===== config.mk =====
export PLATFORM = sky130hd
export DESIGN_NAME = ceai_fifo
export DESIGN_NICKNAME = d
export VERILOG_FILES = /design/src/rtl/ceai_fifo.sv
export SDC_FILE = /design/constraint.sdc
export NUM_CORES = 1
export LEC_CHECK = 0
export ABC_AREA = 1
export ABC_CLOCK_PERIOD_IN_PS = 1900
export BUFFER_PORTS_ARGS = -buffer_cell sky130_fd_sc_hd__clkbuf_2
export CORE_MARGIN = 1.5
export CORE_UTILIZATION = 50
export DETAILED_ROUTE_END_ITERATION = 12
export PLACE_DENSITY = 0.72
export SYNTH_ARGS = -nofsm -noshare
export SYNTH_HDL_FRONTEND = slang
export SYNTH_SLANG_ARGS = --single-unit

===== constraint.sdc =====
create_clock -name aclk -period 1.9 [get_ports aclk]
set_clock_uncertainty 0.05 [all_clocks]
set_input_delay 0.38 -clock aclk [delete_from_list [all_inputs] [get_ports aclk]]
set_output_delay 0.38 -clock aclk [all_outputs]
set_load 0.02 [all_outputs]

===== src/rtl/ceai_fifo.sv =====
// ceai_fifo: short request queue between front and back.
// Flop storage, read from the head without delay.
// No package dependencies.
module ceai_fifo #(
    parameter int DW    = 8,
    parameter int DEPTH = 4
) (
    input  logic          aclk,
    input  logic          aresetn,
    input  logic          push,
    input  logic [DW-1:0] wdata,
    output logic          full,
    input  logic          pop,
    output logic [DW-1:0] rdata,
    output logic          empty
);
    localparam int AW = (DEPTH > 1) ? $clog2(DEPTH) : 1;
    localparam int CW = $clog2(DEPTH + 1);

    logic [DW-1:0] mem [DEPTH];
    logic [AW-1:0] wr_ptr_reg, rd_ptr_reg;
    logic [CW-1:0] cnt_reg;

    assign full  = (cnt_reg == CW'(DEPTH));
    assign empty = (cnt_reg == '0);
    assign rdata = mem[rd_ptr_reg];

    // Storage
    always_ff @(posedge aclk) begin
        if (push) begin
            mem[wr_ptr_reg] <= wdata;
        end
    end

    // Pointers and fill count
    always_ff @(posedge aclk) begin
        if (!aresetn) begin
            wr_ptr_reg <= '0;
            rd_ptr_reg <= '0;
            cnt_reg    <= '0;
        end else begin
            if (push) begin
                wr_ptr_reg <= (wr_ptr_reg == AW'(DEPTH - 1)) ? '0 : wr_ptr_reg + 1'b1;
            end
            if (pop) begin
                rd_ptr_reg <= (rd_ptr_reg == AW'(DEPTH - 1)) ? '0 : rd_ptr_reg + 1'b1;
            end
            cnt_reg <= cnt_reg + CW'(push) - CW'(pop);
        end
    end

    a_no_overflow: assert property (@(posedge aclk) disable iff (!aresetn) !(push && full))
        else $error("queue push while full");
    a_no_underflow: assert property (@(posedge aclk) disable iff (!aresetn) !(pop && empty))
        else $error("queue pop while empty");
    a_cnt_range: assert property (@(posedge aclk) disable iff (!aresetn)
        cnt_reg <= CW'(DEPTH))
        else $error("queue count out of range");

endmodule


==> metrics <==
status finished clean; synth top area cells edfxtp_1 55%, dfxtp_1 10%, inv_1 6.7%, nand2_1 5.8%, ha_1 5.0%; Die X 61.96 µm; Final Instance Area 1913 µm²; DRT Wirelength 2609 µm; proportion of layout cells with a drive suffix above 1 17.51%; post-synth net total 172; # DRC 0; GRT Residual Overflow 0; vias per cell 4.722; Req. time, crit path 1.47 ns; synth unique cells 18; Min Hold Slack 0.2014 ns; GRT Overall Usage 15.06%; DRT antenna net count 0; Clk pwr share 22.5%; WS Path Type flip-flop to primary output; initial antenna violation count 0; post-synthesis cell area 1738 µm²; post-synth top area cell edfxtp_1; initial drt markers 44; htree depth 2; Initial Util 52.08%; Final TNS setup 0 ns; Cell Int Power 1274 µW; max incr delay on CP 0.32 ns; Peak VDD IR 0.0004854 V; total CTS buffers 5; synthesis-to-finish area growth 10.08%; Leak 0.0008439 µW; setup bufs post-CTS 0; flip-flop count of the largest register after layout 32; Sw Share 27.47%; clock net sink count 41; yosys warns 0; dpl hpwl 1758 µm; top-area cell type share of the netlist area 55.29%; worst endpoint data arrival time 1.38 ns; Worst path slowest cell dfxtp_1; Initial DRT Pass Iterations 4; Pwr Density 918.1 nW/µm²; drt wl/cell 11.70 µm; Root Buffer clkbuf_4; Pins Over Slew Limit 0; startpoint types flip-flop; fmax 553.7 MHz; RSZ-0062 raised after global routing false; Rows 21; Worst setup EP type primary output; switching pwr 482.4 µW; Die ar. 3838 µm²; number of synthesized register bits 41; largest net degree at the start of global routing 33; CP Cell Sequence buf_6 > a21oi_1 > o21ai_0 > nand2_1 > clkbuf_2; Slew headroom 74.12%; part of the Yosys area used for sequential elements 65.66%; Reg clk slew, reported paths 0.11 ns; Gate power share 17.5%; commonest non-fill, non-tap cell in the layout edfxtp_1; most frequent cells in the layout 32 x edfxtp_1, 31 x inv_1, 27 x nand2_1, 21 x clkbuf_2, 10 x a21oi_1; Core Region 3337 µm²; Longest Clk Path Bufs 2; Die Y 61.96 µm; # port buffers 21; fin crit period 1.806 ns; Hold WC Path Type input port to flip-flop; IO Count 22; transition time at the pin with the least slew margin 0.3878 ns; Placed Area 1858 µm²; Gate Count Post-Synth 152; Final setup violation count 0; Mapped Avg Cell Area 11.43 µm²; global placer's final weighted congestion 0.7109; Reg power frac 60.0%; antenna cells 0; first-pass GRT wire length 3877 µm; via count 1053; max cap viols 0; vias in the first global route 935; crit-path max FO 32; Worst-Skew Late Latency 0.33 ns; nets 196; Final period util 95.05%; Hold Vio Cnt, Final 0; TritonCTS clock tree done
-- cell families after synthesis --
logic type / share of synthesized area [%]
AND/OR/NAND/NOR: 8.208
adder cells (fa/ha/maj): 6.191
AO/OA/AOI/OAI: 9.431
XOR/XNOR: 0.5041
buffers and inverters: 10.01
flip-flops: 65.66
-- critical path: cells and delay by family (launching register included) --
family	cells	cell delay (ns)
flip-flops	1	0.32
AO/OA/AOI/OAI	2	0.27
buffers and inverters	2	0.34
AND/OR/NAND/NOR	1	0.10
-- metrics by stage --
stage          utilization (%)  worst slack, ns  std cells  total power [µW]
5_1_grt                  57.33          0.01366        223              1850
4_1_cts                  57.22          0.05310        223              1773
3_3_place_gp             55.68           0.2235        215              1364
2_1_floorplan                -           0.3641        152              1295
6_report                 57.33          0.09397        223              1756
3_5_place_dp             55.68           0.1661        215              1385
-- routing by layer --
layer	wire length, µm	global-route usage [%]
met1	1107	13.83
met2	1335	28.13
met3	129	6.625
met4	37	6.687
met5	0	0
-- cell type report --
type / instances / area (µm²)
clock buffers: 6 / 41.29
clock inverters: 2 / 10.01
fillers: 299 / 1424
inverters: 31 / 116.4
multi-input cells: 74 / 422.9
flip-flops and latches: 41 / 1141
well taps: 46 / 57.56
repair buffers: 23 / 123.9
-- power by group through the flow --
stage	clock network [µW]	registers (µW)	logic, µW
after floorplan	0	1070	226
after global placement	0	1070	294
after detailed placement	0	1070	311
after CTS	406	1050	313
after global routing	435	1060	356
final	395	1050	308
-- cell usage after synthesis --
cell / n
ha_1: 7
o211ai_1: 8
buf_2: 1
nor2_1: 7
nand2_1: 27
dfxtp_1: 9
buf_4: 1
nor3_1: 2
o21ai_1: 1
a21oi_1: 10
fa_1: 1
buf_6: 4
nand3_1: 1
a21oi_2: 1
xnor2_1: 1
o21ai_0: 8
edfxtp_1: 32
inv_1: 31
-- path summary, 6_finish.rpt --
path,start,slack [ns],endpoint,depth (start not counted)
setup reg to reg,cnt_reg[0]$_SDFF_PN0_,0.28,cnt_reg[2]$_SDFF_PN0_,8
setup / recovery,flip-flop,0.09,rdata[7],5
hold reg to reg,rd_ptr_reg[0]$_SDFFE_PN0P_,0.46,rd_ptr_reg[0]$_SDFFE_PN0P_,2
hold / removal,wdata[7],0.20,mem[2][7]$_DFFE_PP_,1
-- timing repair --
action / CTS / global route
endpoints found under the setup margin: 0 / 7
gates resized for setup: 0 / 1
hold buffers: 0 / 0
Power figures use the tool's default switching activity.
