$ cat config.mk
export PLATFORM = sky130hd
export DESIGN_NAME = ceai_front
export DESIGN_NICKNAME = d
export VERILOG_FILES = /design/src/rtl/ceai_pkg.sv /design/src/rtl/ceai_front.sv
export SDC_FILE = /design/constraint.sdc
export NUM_CORES = 2
export LEC_CHECK = 0
export BUFFER_PORTS_ARGS = -buffer_cell sky130_fd_sc_hd__buf_4
export CAP_MARGIN = 20
export CORE_UTILIZATION = 55
export DETAILED_ROUTE_END_ITERATION = 16
export GPL_TIMING_DRIVEN = 0
export PLACE_DENSITY_LB_ADDON = 0.05
export RECOVER_POWER = 25
export SLEW_MARGIN = 20
export SYNTH_ARGS = -nofsm -noshare
export SYNTH_HDL_FRONTEND = slang
export SYNTH_SLANG_ARGS = --single-unit
$ cat constraint.sdc
create_clock -name aclk -period 9.9 [get_ports aclk]
set_clock_uncertainty 0.1 [all_clocks]
set_input_delay 0.99 -clock aclk [delete_from_list [all_inputs] [get_ports aclk]]
set_output_delay 0.99 -clock aclk [all_outputs]
set_load 0.01 [all_outputs]
$ cat src/rtl/ceai_pkg.sv
// ceai_pkg: shared types for the complex element-wise integer ALU.
// Holds the operation codes and the control flags carried with each request.
// No dependencies.
package ceai_pkg;

    // Operation register codes
    typedef enum logic [1:0] {
        OP_ADD = 2'd0,
        OP_SUB = 2'd1,
        OP_MUL = 2'd2,
        OP_DIV = 2'd3
    } op_t;

    localparam int OP_W = 2;

    // Control flags that travel with one request from front to back
    typedef struct packed {
        logic is_div;
        logic dz;
        logic last;
        logic neg_re;
        logic neg_im;
    } ctrl_t;

endpackage

$ cat src/rtl/ceai_front.sv
// ceai_front: accepts operand requests, forms products and sums, classifies.
// One register stage; output feeds the request queue.
// Depends on ceai_pkg.
module ceai_front import ceai_pkg::*; #(
    parameter int W = 16
) (
    input  logic             aclk,
    input  logic             aresetn,
    input  op_t              op,
    input  logic             in_valid,
    output logic             in_ready,
    input  logic [W-1:0]     a_re,
    input  logic [W-1:0]     a_im,
    input  logic [W-1:0]     b_re,
    input  logic [W-1:0]     b_im,
    input  logic             last_in,
    output logic             push,
    input  logic             full,
    output ctrl_t            e_ctrl,
    output logic [W-1:0]     e_re,
    output logic [W-1:0]     e_im,
    output logic [2*W-1:0]   e_mag_re,
    output logic [2*W-1:0]   e_mag_im,
    output logic [2*W-1:0]   e_den
);
    localparam int PW = 2 * W;

    logic                 v_reg;
    op_t                  op_reg;
    logic                 last_reg;
    logic [W-1:0]         as_re_reg, as_im_reg;
    logic signed [PW-1:0] p_rr_reg, p_ii_reg, p_ri_reg, p_ir_reg, p_bb_r_reg, p_bb_i_reg;

    logic                 load;
    logic signed [PW:0]   nre, nim, den_sum;
    logic [PW-1:0]        mre_full, mim_full;

    assign in_ready = !v_reg || !full;
    assign load     = in_ready && in_valid;
    assign push     = v_reg && !full;

    // Valid flag of the product stage
    always_ff @(posedge aclk) begin
        if (!aresetn) begin
            v_reg <= 1'b0;
        end else if (in_ready) begin
            v_reg <= in_valid;
        end
    end

    // Products and add/subtract results
    always_ff @(posedge aclk) begin
        if (load) begin
            op_reg     <= op;
            last_reg   <= last_in;
            as_re_reg  <= (op == OP_SUB) ? a_re - b_re : a_re + b_re;
            as_im_reg  <= (op == OP_SUB) ? a_im - b_im : a_im + b_im;
            p_rr_reg   <= PW'($signed(a_re) * $signed(b_re));
            p_ii_reg   <= PW'($signed(a_im) * $signed(b_im));
            p_ri_reg   <= PW'($signed(a_re) * $signed(b_im));
            p_ir_reg   <= PW'($signed(a_im) * $signed(b_re));
            p_bb_r_reg <= PW'($signed(b_re) * $signed(b_re));
            p_bb_i_reg <= PW'($signed(b_im) * $signed(b_im));
        end
    end

    // Classification and divider operands
    always_comb begin
        mre_full = p_rr_reg - p_ii_reg;
        mim_full = p_ri_reg + p_ir_reg;
        nre      = (PW+1)'(p_rr_reg) + (PW+1)'(p_ii_reg);
        nim      = (PW+1)'(p_ir_reg) - (PW+1)'(p_ri_reg);
        den_sum  = (PW+1)'(p_bb_r_reg) + (PW+1)'(p_bb_i_reg);
        e_den    = den_sum[PW-1:0];
        e_mag_re = nre[PW] ? PW'(-nre) : nre[PW-1:0];
        e_mag_im = nim[PW] ? PW'(-nim) : nim[PW-1:0];
        e_ctrl.is_div = (op_reg == OP_DIV);
        e_ctrl.dz     = (op_reg == OP_DIV) && (den_sum == '0);
        e_ctrl.last   = last_reg;
        e_ctrl.neg_re = nre[PW];
        e_ctrl.neg_im = nim[PW];
        e_re = (op_reg == OP_MUL) ? mre_full[W-1:0] : as_re_reg;
        e_im = (op_reg == OP_MUL) ? mim_full[W-1:0] : as_im_reg;
    end

endmodule

==> results by group <==
Floorplanning
  • Die area: 0.135 mm2
  • Chip width: 367 um
  • Initial Utilization: 55.6%
  • Chip Height: 367 um
  • Num rows: 133
  • I/O pins: 206
  • Core ar.: 0.132 mm2

Clock tree
  • Clock-pin slew on the worst setup and hold paths: 70 ps
  • Post-CTS Setup Bufs: 0
  • Num CTS Buffers: 30
  • # hold bufs at CTS: 0
  • Skew-Pair Late Insertion Delay: 650 ps
  • CTS Buffer Depth: 3
  • CTS root buffer: clkbuf_16
  • CTS tree: yes
  • CTS H-Tree Depth: 1
  • Sink Count: 226
  • PostCTS Resize Cnt: 0

Synth
  • FF+latch count, synth: 226
  • Ys flop type: edfxtp_1
  • Post-synth EDFFs: 225
  • Yosys top cell by area: fa_1
  • Yosys top cell area share: 41.5%
  • Post-Syn Area: 0.0733 mm2
  • Post-Syn Instances: 7982
  • Sequential fraction of the synthesis area: 9.25%
  • Synth area leaders: fa_1, ha_1, inv_1
  • YS warnings: 0
  • Post-synth ARST share: 0%
  • Post-synthesis net count: 10200
  • Yosys cell types: 88
  • Syn avg cell area: 9.18 um2

Run status
  • Failing checks: max-capacitance violations, max-slew violations
  • Status: finished, violations left

Worst setup path
  • Critical path launch point type: primary input
  • Launch point of the worst reg-to-reg path: v_reg
  • Worst Path Required: 10190 ps
  • Setup CP Type: primary input to flip-flop
  • Crit path to: p_ir_reg[31]
  • Crit Path Max Fanout: 10
  • Critical path startpoint: b_re[5]
  • CP Data Arrival Time: 10120 ps
  • Worst R2R Path Depth: 4
  • Reg2Reg Setup Slack: 3530 ps
  • Worst r2r dst: p_ii_reg[22]
  • Crit path capture type: flip-flop

Route
  • WL final: 270000 um
  • Post-route ant nets: 0
  • Wire length per cell: 26.9 um
  • Drt first pass iters: 9
  • Post-route DRC: 0
  • Via-to-Cell Ratio: 5.72
  • Via count: 57300
  • Initial drt markers: 5554

Global routing
  • Global Route Usage Sum: 40.8%
  • Gr ovfl total: 0
  • Vias in the first global route: 59100
  • Largest net degree at the start of global routing: 59
  • First-pass GRT wire length: 394000 um
  • Initial antenna violation count: 43

Finish
  • Share of cells above drive strength 1: 3.89%
  • Commonest cells after routing, fill and taps aside: inv_1, fa_1, nand2_1, ha_1, and2_1
  • Commonest non-fill, non-tap cell in the layout: inv_1
  • Core Util, Final: 59.3%
  • Final #Nets: 10500
  • Post-route cell area: 0.0781 mm2
  • # fillers: 11900
  • Area growth from synthesis to final layout: 6.59%

Place
  • DP HPWL: 224000 um
  • Post-Place Worst Slack: -107 ps
  • GPL Wtd Cong: 1.05
  • Cell Area, Placed: 0.0771 mm2
  • PortBufs: 195

STA
  • Final Critical Period: 9830 ps
  • Final Hold Violating Endpoints: 0
  • Final setup margin: 71.9 ps
  • Worst rel slew slack: -99.5%
  • RSZ-0062 raised after global routing: false
  • Max-slew violation count: 227
  • Worst-Margin Slew: 2990 ps
  • Max Freq: 0.102 GHz
  • Setup Viol. Count Final: 0
  • Final Cycle Share: 99.3%

Hold path
  • Hold/Removal Path Class: primary input to flip-flop
  • Worst min-delay path startpoint: last_in

Flow run
  • Max cap viols: 5
==> kinds of logic after synthesis <==
kind of cell,Yosys count,synth area share (%)
compound gates,849,7.41
fa+ha+maj,2196,53.1
simple gates,2022,13.4
mux,8,0.111
xor+xnor,437,5.25
buf+inv,2244,11.5
flops,226,9.25
==> worst min-delay path by stage <==
stage                     depth (start not counted)  slack, ps        to
after detailed placement                          2        440     v_reg
final                                             1        430  last_reg
after floorplan                                   2        390     v_reg
after global routing                              1        430  last_reg
after CTS                                         1        370  last_reg
after global placement                            2        420     v_reg
==> metal layers <==
metal | vias up | part of all wire, % | GRT usage, % | wire, um
met3 | 764 | 12 | 13.5 | 33100
met4 | 10 | 8.4 | 26.6 | 22800
met5 | - | 0.026 | 0 | 69
met1 | 28600 | 37 | 51.9 | 100000
li1 | 24700 | - | - | -
met2 | 3227 | 42 | 59.7 | 114000
==> worst max-delay path: stages <==
cell and delay [ps]:
clkbuf_1 560, clkbuf_1 930, clkbuf_1 1100, nand2_1 300, fa_1 610, inv_1 80, fa_1 830, fa_1 560
fa_1 510, fa_1 490, inv_1 50, fa_1 470, inv_1 40, ha_1 330, a21o_1 170, a21o_1 260
a2111oi_1 740, o21ai_0 220, o211ai_1 260, o21ai_0 200, o21ai_0 170, nor2b_1 170, xnor2_1 70
==> layout make-up <==
cell class | count | area (um2) | share of cell area, %
multi-input combinational | 5512 | 58100 | 74.4
inverter | 1919 | 7200 | 9.22
sequential | 226 | 6780 | 8.68
tap | 1755 | 2200 | 2.81
timing repair buffer | 206 | 1540 | 1.98
buffer | 325 | 1250 | 1.61
clock buffer | 31 | 754 | 0.966
clock inverter | 23 | 229 | 0.293
antenna | 27 | 67.6 | 0.0865
==> stage by stage <==
stage          hold slack, ps  setup TNS [ps]  std cells
6_report                  430               0      10000
5_1_grt                   432               0       9998
4_1_cts                   370               0       9993
3_5_place_dp              441            -280       9939
3_3_place_gp              425           -1140       9932
2_1_floorplan             387               0       7982
==> synthesized netlist by cell type, drive strengths merged (97+ instances only) <==
cell type  instances
inv             1907
and2             536
edfxtp           225
nand2            771
fa              1520
o21ai            173
clkbuf           300
nor2             354
a21oi            252
xnor2            340
ha               676
xor2              97
Power is not shown: default switching activity piles up to over one toggle a cycle in this logic, so the estimate is an artifact.
